<file path="config.mk">
export PLATFORM = sky130hd
export DESIGN_NAME = swpp_cell
export DESIGN_NICKNAME = d
export VERILOG_FILES = /design/src/swpp_pkg.sv /design/src/swpp_cell.sv
export SDC_FILE = /design/constraint.sdc
export NUM_CORES = 1
export LEC_CHECK = 0
export BUFFER_PORTS_ARGS = -buffer_cell sky130_fd_sc_hd__buf_2
export CORE_AREA = 2 2 114 61
export DETAILED_ROUTE_END_ITERATION = 6
export DIE_AREA = 0 0 116 63
export HOLD_SLACK_MARGIN = 0.06
export PLACE_DENSITY = 0.85
export SLEW_MARGIN = 20
export SYNTH_ARGS = -nofsm -noshare
export SYNTH_HDL_FRONTEND = slang
export SYNTH_SLANG_ARGS = --single-unit
export TNS_END_PERCENT = 1
</file>
<file path="constraint.sdc">
create_clock -name clock -period 3.55 [get_ports clock]
set_input_delay 0.71 -clock clock [delete_from_list [all_inputs] [get_ports clock]]
set_output_delay 0.71 -clock clock [all_outputs]
set_load 0.02 [all_outputs]
</file>
<file path="src/swpp_pkg.sv">
package swpp_pkg;

   // window depth and field widths
   localparam int MAX_WINDOW = 64;
   localparam int SAMPLE_W   = 16;
   localparam int WL_W       = 7;
   localparam int CNT_W      = $clog2(MAX_WINDOW + 1);
   localparam int CMP_W      = (CNT_W > WL_W) ? CNT_W : WL_W;

   // scan token handed from cell to cell
   typedef struct packed {
      logic                       active;
      logic [CNT_W-1:0]           count;
      logic signed [SAMPLE_W-1:0] hi;
      logic signed [SAMPLE_W-1:0] lo;
   } swpp_tok_type;

endpackage

</file>
<file path="src/swpp_cell.sv">
module swpp_cell (
   input  logic                               clock,
   input  logic                               reset,
   input  logic                               shift_en,
   input  logic                               clear,
   input  logic signed [swpp_pkg::SAMPLE_W-1:0] sample_in,
   input  logic                               valid_in,
   output logic signed [swpp_pkg::SAMPLE_W-1:0] sample_out,
   output logic                               valid_out,
   input  swpp_pkg::swpp_tok_type             tok_in,
   output swpp_pkg::swpp_tok_type             tok_out
);
   import swpp_pkg::*;

   logic signed [SAMPLE_W-1:0] sample_ff;
   logic                       valid_ff;
   logic                       valid_in_nxt;
   swpp_tok_type               tok_ff;
   swpp_tok_type               tok_in_nxt;
   logic                       take;

   // history shift: newest sample enters at the head of the row
   always_ff @(posedge clock) begin
      if (shift_en) begin
         sample_ff <= sample_in;
      end
   end

   // fill marker, cleared on restart in every cell but the head
   always_comb begin
      valid_in_nxt = valid_ff;
      if (shift_en) begin
         valid_in_nxt = clear ? 1'b0 : valid_in;
      end
   end

   always_ff @(posedge clock) begin
      if (reset) begin
         valid_ff <= 1'b0;
      end else begin
         valid_ff <= valid_in_nxt;
      end
   end

   // fold this cell's sample into the passing token while samples remain
   assign take = (tok_in.count != '0) && valid_ff;

   always_comb begin
      tok_in_nxt = tok_in;
      if (take) begin
         tok_in_nxt.count = tok_in.count - CNT_W'(1);
         if (sample_ff > tok_in.hi) begin
            tok_in_nxt.hi = sample_ff;
         end
         if (sample_ff < tok_in.lo) begin
            tok_in_nxt.lo = sample_ff;
         end
      end
   end

   always_ff @(posedge clock) begin
      if (reset) begin
         tok_ff.active <= 1'b0;
      end else begin
         tok_ff.active <= tok_in_nxt.active;
      end
      tok_ff.count <= tok_in_nxt.count;
      tok_ff.hi    <= tok_in_nxt.hi;
      tok_ff.lo    <= tok_in_nxt.lo;
   end

   assign sample_out = sample_ff;
   assign valid_out  = valid_ff;
   assign tok_out    = tok_ff;

endmodule

</file>
==> impl_metrics.env <==
export IMPL_status="finished clean"
export IMPL_ys_flop_type="dfxtp_1"
export IMPL_yosysTopAreaCell="dfxtp_1"
export IMPL_nFillCells=573
export IMPL_worst_path_buf_inv=0
export IMPL_cts_tree="yes"
export IMPL_grt_max_degree=19
export IMPL_synth_top_area_share_pct=29.7
export IMPL_slew_viol_final=0
export IMPL_drv_cap=0
export IMPL_antennaDiodeCount=0
export IMPL_timing_rr_start="sample_out[15]"
export IMPL_nets=452
export IMPL_startpoint="sample_out[15]"
export IMPL_clk_latency_ns=0.32
export IMPL_area_growth_pct=34.7
export IMPL_cts_repair_resized=0
export IMPL_setup_viol=0
export IMPL_crit_path_start_kind="flop"
export IMPL_port_buffers=117
export IMPL_dieHeight_um=63
export IMPL_cpPeakStageDelay_ns=0.70
export IMPL_cp_required_ns=3.76
export IMPL_async_flop_share_pct=0
export IMPL_synth_most_common_cell="dfxtp_1"
export IMPL_rsz0062_at_grt="no"
export IMPL_multi_input_area_mm2=0.00130
export IMPL_grt_pass1_wl_um=10700
export IMPL_core_mm2=0.00636
export IMPL_hold_start="valid_out"
export IMPL_synth_avg_cell_area_um2=12.0
export IMPL_synth_seq_cells=57
export IMPL_power_density_mw_per_mm2=496
export IMPL_drt_total_wl_um=6690
export IMPL_ys_top_cells_by_area="dfxtp_1 30%, edfxtp_1 17%, ha_1 15%"
export IMPL_dieWidth_um=116
export IMPL_synthesis_area_mm2=0.00277
export IMPL_worst_slew_pin_slew_ns=0.790
export IMPL_crit_arrival_ns=3.06
export IMPL_critical_path_class="flop to flop"
export IMPL_worstPathMaxFanout=15
export IMPL_pin_count=118
export IMPL_ir_drop_uv=244
export IMPL_dpl_hpwl_um=5270
export IMPL_grt_pass1_vias=2235
export IMPL_fin_crit_ns=2.85
export IMPL_cts_buffers=9
export IMPL_endpoint_kind="flop"
export IMPL_antenna_left=0
export IMPL_path_delay_family="simple AND/OR/NAND/NOR gates"
export IMPL_clk_transition_reported_paths_ns=0.05
export IMPL_drive_gt1_share_pct=46.8
export IMPL_synth_cell_types=39
export IMPL_clockBufferDepth=2
export IMPL_drt_iter0_drc=54
export IMPL_crit_slowest_cell="a31oi_4"
export IMPL_cts_setup_buffers=0
export IMPL_ctsHoldBuffers=0
export IMPL_setup_tns_final_ns=0
export IMPL_drc=0
export IMPL_maxSlewHeadroom_pct=47.4
export IMPL_start_util_pct=43.5
export IMPL_path_common_cell="nand4_1"
export IMPL_synth_net_count=325
export IMPL_fmax_mhz=351
export IMPL_synth_edf_count=16
export IMPL_drt_vias_per_instance=4.71
export IMPL_core_rowCount=21
export IMPL_grtUsageTotal_pct=19.8
export IMPL_regArea_mm2=0.00130
export IMPL_synth_warnings=0
export IMPL_skew_ns=0.00999
export IMPL_first_pass_iters=5
export IMPL_yosysSeqAreaShare_pct=47.1
export IMPL_syn_instance_count=231
export IMPL_cts_sinks=57
export IMPL_post_route_period_util_pct=80.3
export IMPL_leakage_nw=1.91
export IMPL_antenna_found_initial=0
export IMPL_clockRootBuffer="clkbuf_16"
export IMPL_crit_chain="ha_1 -> nand4_1 -> nor3_1 -> nand4_1 -> a31oi_4 -> mux2_2"
export IMPL_min_path_type="flop to flop"
export IMPL_gp_congestion=0.788
export IMPL_htree_levels=3
export IMPL_grt_ovfl_total=0
export IMPL_dieArea_mm2=0.00731
export IMPL_routedWlPerCell_um=14.7
export IMPL_p_total_w=0.00185
export IMPL_num_vias=2145
export IMPL_hold_viol=0
export IMPL_ys_top_cells_by_count="41 x dfxtp_1, 34 x inv_1, 33 x ha_1"
## flip-flops by register name, summed over array words and instances (netlist names)
name,flops
valid_out,1
tok_out,40
sample_out,16
## tightest hold or removal path, delay by kind of cell, from the launching register on
| family | cells | cell delay (ns) |
|---|---|---|
| AOI/OAI and AO/OA | 1 | 0.06 |
| DFF | 1 | 0.35 |
| and+or+nand+nor | 1 | 0.10 |
## logic make-up (layout without fill, tap and decap cells)
kind of cell	count (synthesis)	in the layout	synth area share [%]
DFF	57	57	47.1
xor gates and xnor gates	6	6	1.90
adders and majority gates	33	33	14.9
buffers and inverters	37	169	5.88
and+or+nand+nor	37	37	7.78
muxes	32	32	14.4
AOI/OAI and AO/OA	29	29	8.05
## power by group
part	switching [W]	internal, W	total, W
Sequential	0.0000301	0.000720	0.000750
Combinational	0.000170	0.000131	0.000302
Clock	0.000265	0.000528	0.000793
## path summary, 6_finish.rpt
check / endpoint / slack, ns / cells past startpoint
worst max-delay path: tok_out[4] / 0.70 / 6
worst min-delay path: valid_out / 0.55 / 2
worst max register to register: tok_out[4] / 0.70 / 6
worst min register to register: valid_out / 0.55 / 2
## cell type report
type / instances / share of cell area (%)
Clock buffer: 16 / 7.56
Inverter: 35 / 3.53
Multi-Input combinational cell: 137 / 34.9
Sequential cell: 57 / 34.9
Tap cell: 92 / 3.09
Timing Repair Buffer: 118 / 15.9
## cell usage in the layout, fill, tap and decap left out, types with 2 or more instances in the layout
cell type  count
buf_2        117
dfxtp_1       41
inv_1         34
ha_1          33
mux2_2        21
edfxtp_1      16
a21oi_1       12
mux2_4        10
nand2_1        9
clkbuf_16      9
nor3_1         5
nand2b_1       4
o21ai_0        4
nand4_1        4
clkbuf_1       4
xor2_1         3
xnor2_1        3
nor2_1         3
a21o_1         3
clkbuf_8       3
nor2b_1        2
nor4_1         2
and4_1         2
## per-stage QoR
step	hold WS (ns)	setup WS, ns	instances	instance area, um^2	utilization (%)
finish	0.550	0.698	455	3720	58.6
global route	0.545	0.361	455	3720	58.6
CTS	0.543	0.626	455	3720	58.6
detailed placement	0.548	0.305	439	3440	54.1
global placement	0.521	0.320	439	3440	54.1
floorplan	0.579	0.744	231	2770	-
## per-layer routing
metal / global-route usage, % / routed length (um) / up-vias / part of all wire (%)
li1: - / - / 1076 / -
met1: 25.5 / 3170 / 966 / 47
met2: 28.2 / 2730 / 97 / 41
met3: 11.0 / 715 / 6 / 11
met4: 6.25 / 68 / 0 / 1.0
met5: 0 / 0 / - / 0
Note: power is estimated with default switching activity, not from simulation.
